## config.mk

```make
export PLATFORM = sky130hd
export DESIGN_NAME = cleb_ctrl
export DESIGN_NICKNAME = d
export VERILOG_FILES = /design/src/hw/rtl/cleb_pkg.sv /design/src/hw/rtl/cleb_ctrl.sv
export SDC_FILE = /design/constraint.sdc
export NUM_CORES = 1
export LEC_CHECK = 0
export BUFFER_PORTS_ARGS = -buffer_cell sky130_fd_sc_hd__buf_2
export CAP_MARGIN = 20
export CORE_AREA = 2 2 39 41
export DETAILED_ROUTE_END_ITERATION = 8
export DIE_AREA = 0 0 41 43
export HOLD_SLACK_MARGIN = 0.1
export PLACE_DENSITY = 0.43
export SETUP_SLACK_MARGIN = 0.02
export SYNTH_ARGS = -nofsm -noshare
export SYNTH_HDL_FRONTEND = slang
export SYNTH_SLANG_ARGS = --single-unit
```

## constraint.sdc

```tcl
create_clock -name clk_i -period 1.2 [get_ports clk_i]
set_input_delay 0.24 -clock clk_i [delete_from_list [all_inputs] [get_ports clk_i]]
set_output_delay 0.24 -clock clk_i [all_outputs]
set_load 0.01 [all_outputs]
```

## src/hw/rtl/cleb_pkg.sv

```systemverilog
// Package for the cursor line edit buffer.
// Holds sizes, request and status codes, controller states and the
// command and status structs between controller and datapath. No dependencies.
package cleb_pkg;

  // Store size and derived widths
  localparam int CAPACITY = 65536;
  localparam int ADDR_W   = $clog2(CAPACITY);
  localparam int CNT_W    = ADDR_W + 1;
  localparam int POS_W    = 16;

  // Request codes
  typedef enum logic [2:0] {
    REQ_INSERT = 3'd0,
    REQ_LEFT   = 3'd1,
    REQ_RIGHT  = 3'd2,
    REQ_BACK   = 3'd3,
    REQ_READ   = 3'd4
  } req_type_e;

  // Result status codes
  typedef enum logic [1:0] {
    ST_DONE    = 2'd0,
    ST_IGNORED = 2'd1,
    ST_FULL    = 2'd2
  } status_e;

  // Controller states
  typedef enum logic [1:0] {
    S_IDLE   = 2'd0,
    S_EXEC   = 2'd1,
    S_MOVE   = 2'd2,
    S_FINISH = 2'd3
  } state_e;

  // Controller to datapath
  typedef struct packed {
    logic latch;    // capture the incoming word
    logic exec;     // first store access of the request
    logic move_wr;  // second access of a cursor move
    logic commit;   // update counts and load the result register
  } dp_cmd_t;

  // Datapath to controller
  typedef struct packed {
    logic is_move;  // accepted request is a cursor move that will happen
  } dp_sts_t;

endpackage

```

## src/hw/rtl/cleb_ctrl.sv

```systemverilog
// Controller of the cursor line edit buffer: sequences the store accesses
// of one request and owns the response valid flag. Depends on cleb_pkg.
module cleb_ctrl
  import cleb_pkg::*;
(
  input  logic    clk_i,
  input  logic    rst_ni,
  input  logic    req_valid_i,
  output logic    req_ready_o,
  output logic    rsp_valid_o,
  input  logic    rsp_ready_i,
  input  dp_sts_t sts_i,
  output dp_cmd_t cmd_o
);

  state_e state_q, state_d;
  logic   out_valid_q, out_valid_d;
  logic   slot_free;

  assign slot_free = !out_valid_q || rsp_ready_i;

  // Next state and commands
  always_comb begin
    state_d     = state_q;
    cmd_o       = '0;
    req_ready_o = 1'b0;
    unique case (state_q)
      S_IDLE: begin
        req_ready_o = 1'b1;
        if (req_valid_i) begin
          cmd_o.latch = 1'b1;
          state_d     = S_EXEC;
        end
      end
      S_EXEC: begin
        cmd_o.exec = 1'b1;
        state_d    = sts_i.is_move ? S_MOVE : S_FINISH;
      end
      S_MOVE: begin
        cmd_o.move_wr = 1'b1;
        state_d       = S_FINISH;
      end
      S_FINISH: begin
        // Hold until the result register is free
        if (slot_free) begin
          cmd_o.commit = 1'b1;
          state_d      = S_IDLE;
        end
      end
      default: state_d = S_IDLE;
    endcase
  end

  // Result valid: set on commit, drop when taken
  always_comb begin
    if (cmd_o.commit) begin
      out_valid_d = 1'b1;
    end else if (rsp_ready_i) begin
      out_valid_d = 1'b0;
    end else begin
      out_valid_d = out_valid_q;
    end
  end

  always_ff @(posedge clk_i or negedge rst_ni) begin
    if (!rst_ni) begin
      state_q     <= S_IDLE;
      out_valid_q <= 1'b0;
    end else begin
      state_q     <= state_d;
      out_valid_q <= out_valid_d;
    end
  end

  assign rsp_valid_o = out_valid_q;

endmodule

```

Yosys cells after proc, flatten, opt, wreduce, memory -nomap -nowiden
Index checks and enable logic that the tools add are counted.

word-level totals
  register bits = 3
  output and inout bits = 6

cells by class
  equality and inequality tests = 5
  muxes and demuxes = 13
  reductions and logical operators = 5

operator list
  cell                                                              count
  1-bit two-way mux                                                 10
  2-bit one-hot mux with 4 select lines                             1
  2-bit == test (second input constant)                             2
  2-bit two-way mux                                                 2
  2-bit inequality test (second input constant)                     2
  2-bit by 1-bit == test with 1-bit output (second input constant)  1
  2-bit zero test                                                   1
  2-bit AND reduction                                               1
  2-bit nonzero test                                                1
  1-bit zero test                                                   1
  1-bit logical OR                                                  1

Depth between registers and ports, before layout
Gate-level depths: netlist of run 1.

  depth in word-level cells = 5
  gate-level depth with buffers = 5

Worst setup path after synthesis of run 1
No wires, ideal clock.

  kind = reg-to-reg
  start = register state_q[0]
  end = register state_q[1]
  stages on the path, launching flop included = 6
  data arrival time = 1.237 ns
  path slack = -0.163 ns
  setup time = 0.125 ns
  buffers on the path = 0
  cells stage by stage = dfrtp_1 > inv_1 > ha_1 > inv_1 > o21ai_2 > mux2_4

between the ends
  longest elaborated chain between the ends = 3

RTL lines
  element                                           RTL line         text
  start, declared                                   cleb_ctrl.sv:16  state_e state_q, state_d;
  start signal, assigned                            cleb_ctrl.sv:70  state_q <= state_d;
  2-bit == test or 2-bit zero test (tied branches)  cleb_ctrl.sv:27  unique case (state_q)
  2-bit inequality test (no line)                   --
  2-bit AND reduction (no line)                     --

Parallel ways exist; a longest one is shown, timed or not.
A chain may end at the register's enable or synchronous reset.

==> metrics.md, run 1 <==
| Metric | Value |
|---|---|
| Count of unresolved DRC violations after routing | `0` |
| Gr usage total | `slightly above 8%` |
| Min Tclk post-route | `approximately 1.4 ns` |
| Number of pins exceeding their max-slew limit in the final report | `0` |
| Fraction of layout cells with a size suffix above 1 | `67.5%` |
| NumNets Final | `50` |
| Upper clock frequency limit | `736 MHz` |
| Total area of multi-input combinational cells | `~170 µm²` |
| Violated checks | `setup timing` |
| Layout filler cell count | `approximately 150` |
| Pin count of the biggest net entering global routing | `5` |
| Vias | `between 200 and 250` |
| Startpoint Class | `flip-flop` |
| Classification of the worst-slack hold path | `in2reg` |
| Number of buffers added by the clock tree synthesis step | `3` |
| FF/Latch Area | `75.1 µm²` |
| Post-placement cell area | `approximately 340 µm²` |
| Static power due to leakage | `0.212 nW` |
| Top cell type's share of synthesized area | `roughly a third` |
| Top-Level Pins | `11` |
| Clock latency on the worst-skew pair | `around 0.23 ns` |
| Worst max-slew margin expressed relative to the limit | `between 80 and 90%` |
| Via count of the first global-routing pass | `between 200 and 250` |
| Synth area leaders | `sky130_fd_sc_hd__dfrtp_1, sky130_fd_sc_hd__ha_1, sky130_fd_sc_hd__nand3b_4, sky130_fd_sc_hd__nand2b_1, sky130_fd_sc_hd__mux2_4` |
| Fin Clk Skew | `about 0.00066 ns` |
| Total detailed-routing wirelength | `between 500 and 600 µm` |
| PnR Total Power | `0.00112 W` |
| Reg-to-Reg Start | `state_q[0]` |
| Die extent in x | `41 µm` |
| Overall die height | `43 µm` |
| Depth of the CTS H-tree | `1` |
| Share of synthesized area occupied by flip-flops and latches | `31.4%` |
| CTS sink count | `3` |
| Setup repair after global routing missed its margin | `yes` |
| Gate count after technology mapping | `22` |
| Netlist area before placement | `between 200 and 250 µm²` |
| Count of cells along the worst register-to-register path | `5` |
| Final count of negative-setup-slack endpoints | `7` |
| Number of buffer cells added on primary ports | `10` |
| Setup CP Type | `reg2out` |
| Core outline area | `about 1400 µm²` |
| Number of antenna violations at the first check in global routing | `0` |
| Clock tree from TritonCTS | `done` |
| Share of the clock period used by the worst path after layout | `113%` |
| Mapped Avg Cell Area | `~11 µm²` |
| Clock-pin slew on the worst setup and hold paths | `0.04 ns` |
| Global-route wire length before repair | `around 900 µm` |
| Post-route cell area | `between 400 and 500 µm²` |
| Final-report hold violation count | `0` |
| Root Buffer Master | `sky130_fd_sc_hd__clkbuf_4` |
| Power density cells | `2760 nW/µm²` |
| Critical Path AT | `1.12 ns` |
| Number of instances on the worst hold path | `3` |
| Transition time at the pin with the least slew margin | `between 0.15 and 0.2 ns` |
| Source of the critical timing path | `state_q[0]` |
| Post-DP HPWL | `roughly 400 µm` |
| Starting density of the core | `17.3%` |
| Final setup margin | `-0.158 ns` |
| Final Wtd Congestion | `around 0.6` |
| Synthesis Warnings | `0` |
| Layout overhead on the synthesized area | `70.2%` |
| First-pass DRT Iterations | `3` |
| Area of the die | `approximately 1800 µm²` |
| Reg-to-Reg End | `state_q[0]` |
| Total global routing overflow | `0` |
| Count of standard-cell rows | `14` |
| Setup TNS Final | `-0.785 ns` |
| Dominant cell type by area after synthesis | `sky130_fd_sc_hd__dfrtp_1` |
| Maximum number of buffers from clock root to sink | `2` |
| Type of element capturing the critical path | `output pin` |
| Antenna-violating nets left | `0` |
| First DRT Iteration DRCs | `2` |
| Wirelength per Cell | `10.1 µm` |
| Max-cap check violation count | `0` |
| Endpoint of the worst setup timing path | `cmd_o[2]` |
| Register-to-register setup slack | `-0.10 ns` |
| Worst Path Max Fanout | `3` |
| VDD IR max | `approximately 0.0010 V` |
| Critical Path RT | `roughly 0.96 ns` |
| Post-synthesis net count | `31` |
| Distinct cell type count of the synthesized netlist | `12` |
| Routed vias/inst | `3.75` |
| Outcome | `finished with violations` |
| Total of flip-flops plus latches after synthesis | `3` |
| # diodes | `0` |
## final cells by class
type                            instances  share of cell area [%]
Clock buffer                            4                    6.46
Inverter                                3                    2.77
Tap cell                               16                    4.92
Timing Repair Buffer                   15                    24.6
Multi-Input combinational cell         15                    42.8
Sequential cell                         3                    18.5
## cells in the mapped netlist
master / count
sky130_fd_sc_hd__nor2_1: 1
sky130_fd_sc_hd__o2bb2a_1: 1
sky130_fd_sc_hd__and2_1: 2
sky130_fd_sc_hd__nand3b_4: 1
sky130_fd_sc_hd__dfrtp_1: 3
sky130_fd_sc_hd__mux2_4: 1
sky130_fd_sc_hd__o21ai_2: 1
sky130_fd_sc_hd__a31oi_1: 1
sky130_fd_sc_hd__inv_1: 3
sky130_fd_sc_hd__ha_1: 4
sky130_fd_sc_hd__buf_4: 1
sky130_fd_sc_hd__nand2b_1: 3
## through the flow
| step | std cells | utilization (%) | hold WS, ns | setup WS, ns |
|---|---|---|---|---|
| floorplan | 22 | - | -0.0556 | -0.0279 |
| global placement | 50 | 24.3 | 0.0339 | -0.0445 |
| detailed placement | 50 | 24.3 | 0.0387 | -0.0739 |
| CTS | 56 | 29.4 | 0.300 | -0.174 |
| global route | 56 | 29.4 | 0.347 | -0.218 |
| finish | 56 | 29.4 | 0.304 | -0.158 |
## worst min path at each step
stage | endpoint | slack, ns | from
3_5_place_dp | state_q[0] | 0.04 | rst_ni
2_1_floorplan | rsp_valid_o | -0.06 | rst_ni
5_1_grt | rsp_valid_o | 0.35 | rst_ni
3_3_place_gp | rsp_valid_o | 0.03 | rst_ni
4_1_cts | rsp_valid_o | 0.30 | rsp_ready_i
6_report | rsp_valid_o | 0.30 | rsp_ready_i
## state kept, by name, indices dropped and copies added (netlist names)
name / cells
rsp_valid_o: 1
state_q: 2
## routing by layer
metal  vias up  part of all wire, %  GRT usage, %
met5         -                    0             0
met4         0                    0          8.00
met3         0                   13          3.14
met2        11                   47          11.3
met1        93                   39          8.77
li1        106                    -             -
## report_power, final
part / leakage [nW] / switching (W) / internal, W
clock network: 0.0150 / 0.0000493 / 0.000124
logic: 0.161 / 0.000328 / 0.000405
registers: 0.0353 / 0.0000577 / 0.000158
## timing repair
action / CTS / global route
gates resized for setup: 6 / 0
pin swaps: 1 / 1
endpoints found under the setup margin: 7 / 7
hold buffers: 1 / 0
setup buffers: 1 / 0
hold endpoints to repair: 3 / 0
## cells in the final DEF, fill, tap and decap left out, types with 2 or more instances in the layout
| cell | count |
|---|---|
| sky130_fd_sc_hd__buf_6 | 2 |
| sky130_fd_sc_hd__dfrtp_1 | 3 |
| sky130_fd_sc_hd__buf_2 | 9 |
| sky130_fd_sc_hd__nand2b_1 | 3 |
| sky130_fd_sc_hd__buf_4 | 3 |
| sky130_fd_sc_hd__inv_2 | 3 |
| sky130_fd_sc_hd__clkbuf_4 | 3 |
| sky130_fd_sc_hd__ha_4 | 2 |
| sky130_fd_sc_hd__and2_1 | 2 |
## critical path, cell delays in order (launching register included)
cell                      delay (ns)
sky130_fd_sc_hd__dfrtp_1        0.40
sky130_fd_sc_hd__buf_4          0.15
sky130_fd_sc_hd__ha_1           0.20
sky130_fd_sc_hd__buf_2          0.14
## logic make-up (layout without fill, tap and decap cells)
kind of cell | Yosys count | count (layout) | synth area share [%]
buffers and inverters | 4 | 22 | 7.85
adders and majority gates | 4 | 4 | 20.9
and+or+nand+nor | 7 | 7 | 23.0
AOI/OAI and AO/OA | 3 | 3 | 10.5
DFF | 3 | 3 | 31.4
muxes | 1 | 1 | 6.28
No activity file was read; power rests on OpenSTA's default activity.
==> inputs of run 2 (changes only) <==
==> constraint.sdc (replaced) <==
create_clock -name clk_i -period 1.15 [get_ports clk_i]
set_input_delay 0 -clock clk_i [delete_from_list [all_inputs] [get_ports clk_i]]
set_output_delay 0 -clock clk_i [all_outputs]
set_load 0.01 [all_outputs]
==> metrics.md, run 2 (synthesis gave the netlist of run 1 again) <==
| Metric | Value |
|---|---|
| Root Buffer Master | `sky130_fd_sc_hd__clkbuf_4` |
| Setup TNS Final | `-0.268 ns (+0.518 ns)` |
| Logic depth of the worst setup path including buffers | `5 (+2)` |
| Worst max-slew margin expressed relative to the limit | `89.3% (+0.61 points)` |
| Total global routing overflow | `0 (unchanged)` |
| Depth of the CTS H-tree | `1 (unchanged)` |
| First-pass DRT Iterations | `2 (-1)` |
| Clock-pin slew on the worst setup and hold paths | `0.04 ns (about the same)` |
| Core outline area | `1380 µm² (unchanged)` |
| Number of standard cells in the layout, taps in and fillers out | `58 (+3.6%)` |
| Vias | `212 (+0.95%)` |
| Classification of the worst-slack hold path | `in2reg` |
| Gr usage total | `7.04% (-1.1 points)` |
| Final count of negative-setup-slack endpoints | `3 (-4)` |
| Type of element capturing the critical path | `flip-flop` |
| Pin count of the biggest net entering global routing | `5 (unchanged)` |
| PnR Total Power | `0.00129 W (+15%)` |
| Critical Path RT | `1.26 ns (+0.30 ns)` |
| Die extent in x | `41 µm (unchanged)` |
| Slowest stage cell on the critical path | `sky130_fd_sc_hd__dfrtp_2` |
| Overall die height | `43 µm (unchanged)` |
| Starting density of the core | `17.3% (unchanged)` |
| Max-cap check violation count | `0 (unchanged)` |
| Total detailed-routing wirelength | `599 µm (+5.5%)` |
| Share of the clock period used by the worst path after layout | `111%` |
| # diodes | `0 (unchanged)` |
| Number of pins exceeding their max-slew limit in the final report | `0 (unchanged)` |
| Fraction of layout cells with a size suffix above 1 | `73.8% (+6.3 points)` |
| Post-DP HPWL | `442 µm (+11%)` |
| Cell family with the largest share of critical-path delay | `flip-flops` |
| Violated checks | `setup timing` |
| Outcome | `finished with violations` |
| Number of buffer cells added on primary ports | `10 (unchanged)` |
| Final setup margin | `-0.123 ns (+0.0352 ns)` |
| Worst slack, placed | `-0.133 ns (-0.0591 ns)` |
| Biggest cell delay along the critical path | `0.44 ns (+0.04 ns)` |
| Worst Path Max Fanout | `4 (+1)` |
| CTS sink count | `3 (unchanged)` |
| Maximum number of buffers from clock root to sink | `2 (unchanged)` |
| Wirelength per Cell | `10.3 µm (+1.8%)` |
| Power density cells | `2790 nW/µm² (+1.1%)` |
| Most common cell after layout, fill and taps aside | `sky130_fd_sc_hd__buf_2` |
| Clock latency on the worst-skew pair | `0.23 ns (about the same)` |
| Count of unresolved DRC violations after routing | `0 (unchanged)` |
| Final Wtd Congestion | `0.622 (+4.0%)` |
| Flip-flop count of the largest register, all copies and words added | `2 (unchanged)` |
| Startpoint Class | `flip-flop` |
| Count of placed standard cells including taps | `51 (+2.0%)` |
| Upper clock frequency limit | `about 790 MHz` |
| Critical Path AT | `1.38 ns (+0.26 ns)` |
| Number of buffers added by the clock tree synthesis step | `3 (unchanged)` |
| VDD IR max | `0.00131 V (+25%)` |
| Count of cells along the worst register-to-register path | `5 (unchanged)` |
| Clock tree from TritonCTS | `done` |
| Top-Level Pins | `11 (unchanged)` |
| Routed vias/inst | `3.66 (-2.5%)` |
| Most frequent cells in the layout | `sky130_fd_sc_hd__buf_2, sky130_fd_sc_hd__buf_6` |
| Static power due to leakage | `0.223 nW (+5.6%)` |
| Antenna-violating nets left | `0 (unchanged)` |
| Cell breakdown of the critical path | `inv_2 > ha_4 > inv_2 > o21ai_4 > mux2_4` |
| First DRT Iteration DRCs | `4 (+2)` |
| Via count of the first global-routing pass | `211 (-6.6%)` |
| Final-report hold violation count | `0 (unchanged)` |
| Number of instances on the worst hold path | `3 (unchanged)` |
| Area of the die | `1760 µm² (unchanged)` |
| Layout filler cell count | `149 (+1.4%)` |
| NumNets Final | `52 (+4.0%)` |
| Count of standard-cell rows | `14 (unchanged)` |
| Min Tclk post-route | `roughly 1.3 ns` |
| Most flop-heavy register | `state_q` |
| Critical path's most frequent cell | `sky130_fd_sc_hd__inv_2` |
| Layout overhead on the synthesized area | `94.2%` |
| Number of antenna violations at the first check in global routing | `0 (unchanged)` |
| Post-CTS setup repair buffer count | `0 (-1)` |
| Setup repair after global routing missed its margin | `yes` |
| Number of buffer and inverter stages on the critical path | `2 (unchanged)` |
| Fin Clk Skew | `0.00115 ns (+0.000488 ns)` |
| Setup CP Type | `reg2reg` |
| Transition time at the pin with the least slew margin | `0.159 ns (-0.00883 ns)` |
| Global-route wire length before repair | `814 µm (-8.5%)` |
[run 2: changes by cell type in the layout (fill, tap and decap cells not counted), sizes merged]
| cell | previous run | this run |
|---|---|---|
| dlygate4sd3 | 1 | 3 |
[run 2: final timing paths]
check | start | end | slack (ns)
setup / recovery | state_q[0] | state_q[1] | -0.12
hold / removal | req_valid_i | state_q[1] | 0.16
min in group asynchronous | rst_ni | rsp_valid_o | 0.65
hold reg to reg | rsp_valid_o | rsp_valid_o | 0.61
setup reg to reg | state_q[0] | state_q[1] | -0.12
max in group asynchronous | rst_ni | state_q[1] | 0.33
[run 2: through the flow]
stage          util (%)  hold WS [ns]  area (µm²)
2_1_floorplan         -        -0.296         251
3_3_place_gp       24.9        -0.204         344
3_5_place_dp       24.9        -0.201         344
4_1_cts            29.4         0.148         407
5_1_grt            33.5         0.163         464
6_report           33.5         0.162         464
[run 2: layer usage]
layer | track usage (%) | vias to the layer above | wire length, µm
li1 | - | 114 | -
met1 | 8.39 | 87 | 269
met2 | 10.0 | 11 | 277
met3 | 4.71 | 0 | 52
met4 | 2.00 | 0 | 0
met5 | 0 | - | 0
[run 2: layout make-up]
cell class              instances  area, µm²  area share (%)
well taps                      16       20.0            4.31
flip-flops and latches          3       77.6            16.7
inverters                       3       11.3            2.43
repair buffers                 17        133            28.6
clock buffers                   4       26.3            5.66
multi-input cells              15        196            42.3
[run 2: where the power goes]
| group | internal [W] | switching, W |
|---|---|---|
| logic | 0.000504 | 0.000347 |
| clock network | 0.000130 | 0.0000513 |
| registers | 0.000172 | 0.0000908 |
[run 2: worst register-to-register path: stages, from the launching register on]
cell and delay (ns):
sky130_fd_sc_hd__dfrtp_2 0.44, sky130_fd_sc_hd__inv_2 0.10, sky130_fd_sc_hd__ha_4 0.14, sky130_fd_sc_hd__inv_2 0.04, sky130_fd_sc_hd__o21ai_4 0.12, sky130_fd_sc_hd__mux2_4 0.30
[run 2: timing repair]
item,4_1_cts,5_1_grt
endpoints found under the setup margin,6,6
pin swaps,1,2
resized for setup,2,12
hold endpoints to repair,4,0
hold buffers,3,0
==> inputs of run 3 (changes only) <==
==> constraint.sdc (replaced) <==
create_clock -name clk_i -period 1.1 [get_ports clk_i]
set_input_delay 0 -clock clk_i [delete_from_list [all_inputs] [get_ports clk_i]]
set_output_delay 0 -clock clk_i [all_outputs]
set_load 0.01 [all_outputs]
==> metrics.md, run 3 (synthesis gave the netlist of run 1 again) <==
| Metric | Value |
|---|---|
| Finished Core Util | `32.4% (-1.2 points)` |
| Number of antenna violations at the first check in global routing | `0 (unchanged)` |
| Static power due to leakage | `0.229 nW (+2.6%)` |
| Most common cell after layout, fill and taps aside | `sky130_fd_sc_hd__buf_2` |
| Critical Path AT | `1.36 ns (-0.02 ns)` |
| Clock tree from TritonCTS | `done` |
| Post-DP HPWL | `442 µm (unchanged)` |
| Number of standard cells in the layout, taps in and fillers out | `59 (+1.7%)` |
| Total global routing overflow | `0 (unchanged)` |
| Final count of negative-setup-slack endpoints | `6 (+3)` |
| Setup repair after global routing missed its margin | `yes` |
| Overall die height | `43 µm (unchanged)` |
| CTS sink count | `3 (unchanged)` |
| Vias | `223 (+5.2%)` |
| Outcome | `finished with violations` |
| Upper clock frequency limit | `801 MHz (+2.0%)` |
| Fin Clk Skew | `0.00128 ns (+0.000132 ns)` |
| Classification of the worst-slack hold path | `in2reg` |
| Layout overhead on the synthesized area | `87.4%` |
| Flip-flop count of the largest register, all copies and words added | `2 (unchanged)` |
| Core outline area | `1380 µm² (unchanged)` |
| Post-placement cell area | `344 µm² (unchanged)` |
| Maximum number of buffers from clock root to sink | `2 (unchanged)` |
| Final setup margin | `-0.148 ns (-0.0251 ns)` |
| Area of the die | `1760 µm² (unchanged)` |
| VDD IR max | `0.00119 V (-9.4%)` |
| Slowest stage cell on the critical path | `sky130_fd_sc_hd__dfrtp_2` |
| Gr usage total | `8.04% (+1.0 points)` |
| Starting density of the core | `17.3% (unchanged)` |
| Antenna-violating nets left | `0 (unchanged)` |
| Depth of the CTS H-tree | `1 (unchanged)` |
| Total detailed-routing wirelength | `578 µm (-3.5%)` |
| Count of unresolved DRC violations after routing | `0 (unchanged)` |
| Final Wtd Congestion | `0.622 (unchanged)` |
| Type of element capturing the critical path | `flip-flop` |
| Die extent in x | `41 µm (unchanged)` |
| First DRT Iteration DRCs | `5 (+1)` |
| # diodes | `0 (unchanged)` |
| Worst Path Max Fanout | `4 (unchanged)` |
| Post-route cell area | `448 µm² (-3.5%)` |
| Pin count of the biggest net entering global routing | `5 (unchanged)` |
| Final-report hold violation count | `0 (unchanged)` |
| Share of power burned in the clock network | `14.1% (about the same)` |
| Proportion of power drawn by combinational gates | `66.5% (+0.8 points)` |
| Max-cap check violation count | `0 (unchanged)` |
| Sequential group share of total power | `19.4% (-0.9 points)` |
| Routed vias/inst | `3.78 (+3.4%)` |
| Most frequent cells in the layout | `sky130_fd_sc_hd__buf_2, sky130_fd_sc_hd__buf_6, sky130_fd_sc_hd__nand2b_1, sky130_fd_sc_hd__clkbuf_4, sky130_fd_sc_hd__buf_4` |
| Setup TNS Final | `-0.615 ns (-0.347 ns)` |
| Violated checks | `setup timing` |
| NumNets Final | `53 (+1.9%)` |
| Count of placed standard cells including taps | `51 (unchanged)` |
| Transition time at the pin with the least slew margin | `0.160 ns (+0.000433 ns)` |
| Internal Dissipation | `0.000836 W (+3.7%)` |
| Critical Path RT | `1.21 ns (-0.05 ns)` |
| Most flop-heavy register | `state_q` |
| Worst hold-check slack | `0.0678 ns (-0.0940 ns)` |
| Fraction of layout cells with a size suffix above 1 | `67.4% (-6.4 points)` |
| Wirelength per Cell | `9.80 µm (-5.1%)` |
| Number of buffer cells added on primary ports | `10 (unchanged)` |
| Root Buffer Master | `sky130_fd_sc_hd__clkbuf_4` |
| Startpoint Class | `flip-flop` |
| Biggest cell delay along the critical path | `0.44 ns (about the same)` |
| Clock latency on the worst-skew pair | `0.23 ns (about the same)` |
| Net Switching | `0.000493 W (+0.91%)` |
| Number of pins exceeding their max-slew limit in the final report | `0 (unchanged)` |
| Count of standard-cell rows | `14 (unchanged)` |
| Cell breakdown of the critical path | `inv_4 > ha_4 > inv_2 > o21ai_2 > mux2_4` |
| First-pass DRT Iterations | `3 (+1)` |
| Via count of the first global-routing pass | `236 (+12%)` |
| Top-Level Pins | `11 (unchanged)` |
| Number of buffers added by the clock tree synthesis step | `3 (unchanged)` |
| Switching Fraction | `37.1% (-0.65 points)` |
| CTS hold repair buffers | `2 (-1)` |
| Min Tclk post-route | `1.25 ns (-0.0249 ns)` |
| Setup CP Type | `reg2reg` |
| Power density cells | `2970 nW/µm² (+6.4%)` |
| Share of the clock period used by the worst path after layout | `113% (+2.8 points)` |
| Worst max-slew margin expressed relative to the limit | `89.3% (about the same)` |
| Clock-pin slew on the worst setup and hold paths | `0.04 ns (about the same)` |
| Global-route wire length before repair | `931 µm (+14%)` |
## run 3: changes by cell type in the layout (fill, tap and decap cells not counted), sizes merged
| cell | change |
|---|---|
| buf | +2 |
| dlygate4sd3 | -1 |
## run 3: power groups by stage
stage | logic, W | clock network (W) | registers (W)
after floorplan | 0.000439 | 0 | 0.000251
after global placement | 0.000674 | 0 | 0.000242
after detailed placement | 0.000694 | 0 | 0.000246
after CTS | 0.000855 | 0.000198 | 0.000246
after global routing | 0.000969 | 0.000208 | 0.000269
final | 0.000884 | 0.000188 | 0.000258
## run 3: final cells by class
cell class              count  area, µm²
fillers                   149        936
multi-input cells          15        173
repair buffers             18        139
flip-flops and latches      3       76.3
clock buffers               4       26.3
well taps                  16       20.0
inverters                   3       13.8
## run 3: worst paths after layout
check,slack [ns],from,cells past startpoint,end
worst min-delay path,0.07,rsp_ready_i,3,rsp_valid_o
worst min register to register,0.60,rsp_valid_o,2,rsp_valid_o
min in group asynchronous,0.65,rst_ni,3,rsp_valid_o
max in group asynchronous,0.28,rst_ni,3,state_q[0]
worst max-delay path,-0.15,state_q[0],5,state_q[1]
worst max register to register,-0.15,state_q[0],5,state_q[1]
## run 3: worst max-delay path: cells and delay by family, from the launching register on
| family | cells | cell delay, ns |
|---|---|---|
| adder cells (fa/ha/maj) | 1 | 0.14 |
| flip-flops | 1 | 0.44 |
| multiplexers | 1 | 0.31 |
| buffers and inverters | 2 | 0.11 |
| AO/OA/AOI/OAI | 1 | 0.13 |
## run 3: what timing repair did
action / CTS / global route
endpoints found under the hold margin: 4 / 1
resized for setup: 7 / 4
setup endpoints to repair: 6 / 7
buffers inserted: 1 / 2
pin swaps: 1 / 1
## run 3: layer usage
metal / up-vias / routed length, µm / GRT usage, %
met5: - / 0 / 0
met2: 13 / 271 / 12.2
met3: 0 / 63 / 5.24
met4: 0 / 0 / 2.00
met1: 94 / 243 / 9.03
li1: 116 / - / -
## run 3: through the flow
stage	setup WS (ns)	power, W
2_1_floorplan	-0.128	0.000689
4_1_cts	-0.150	0.00130
5_1_grt	-0.200	0.00145
3_5_place_dp	-0.183	0.000940
6_report	-0.148	0.00133
3_3_place_gp	-0.157	0.000916
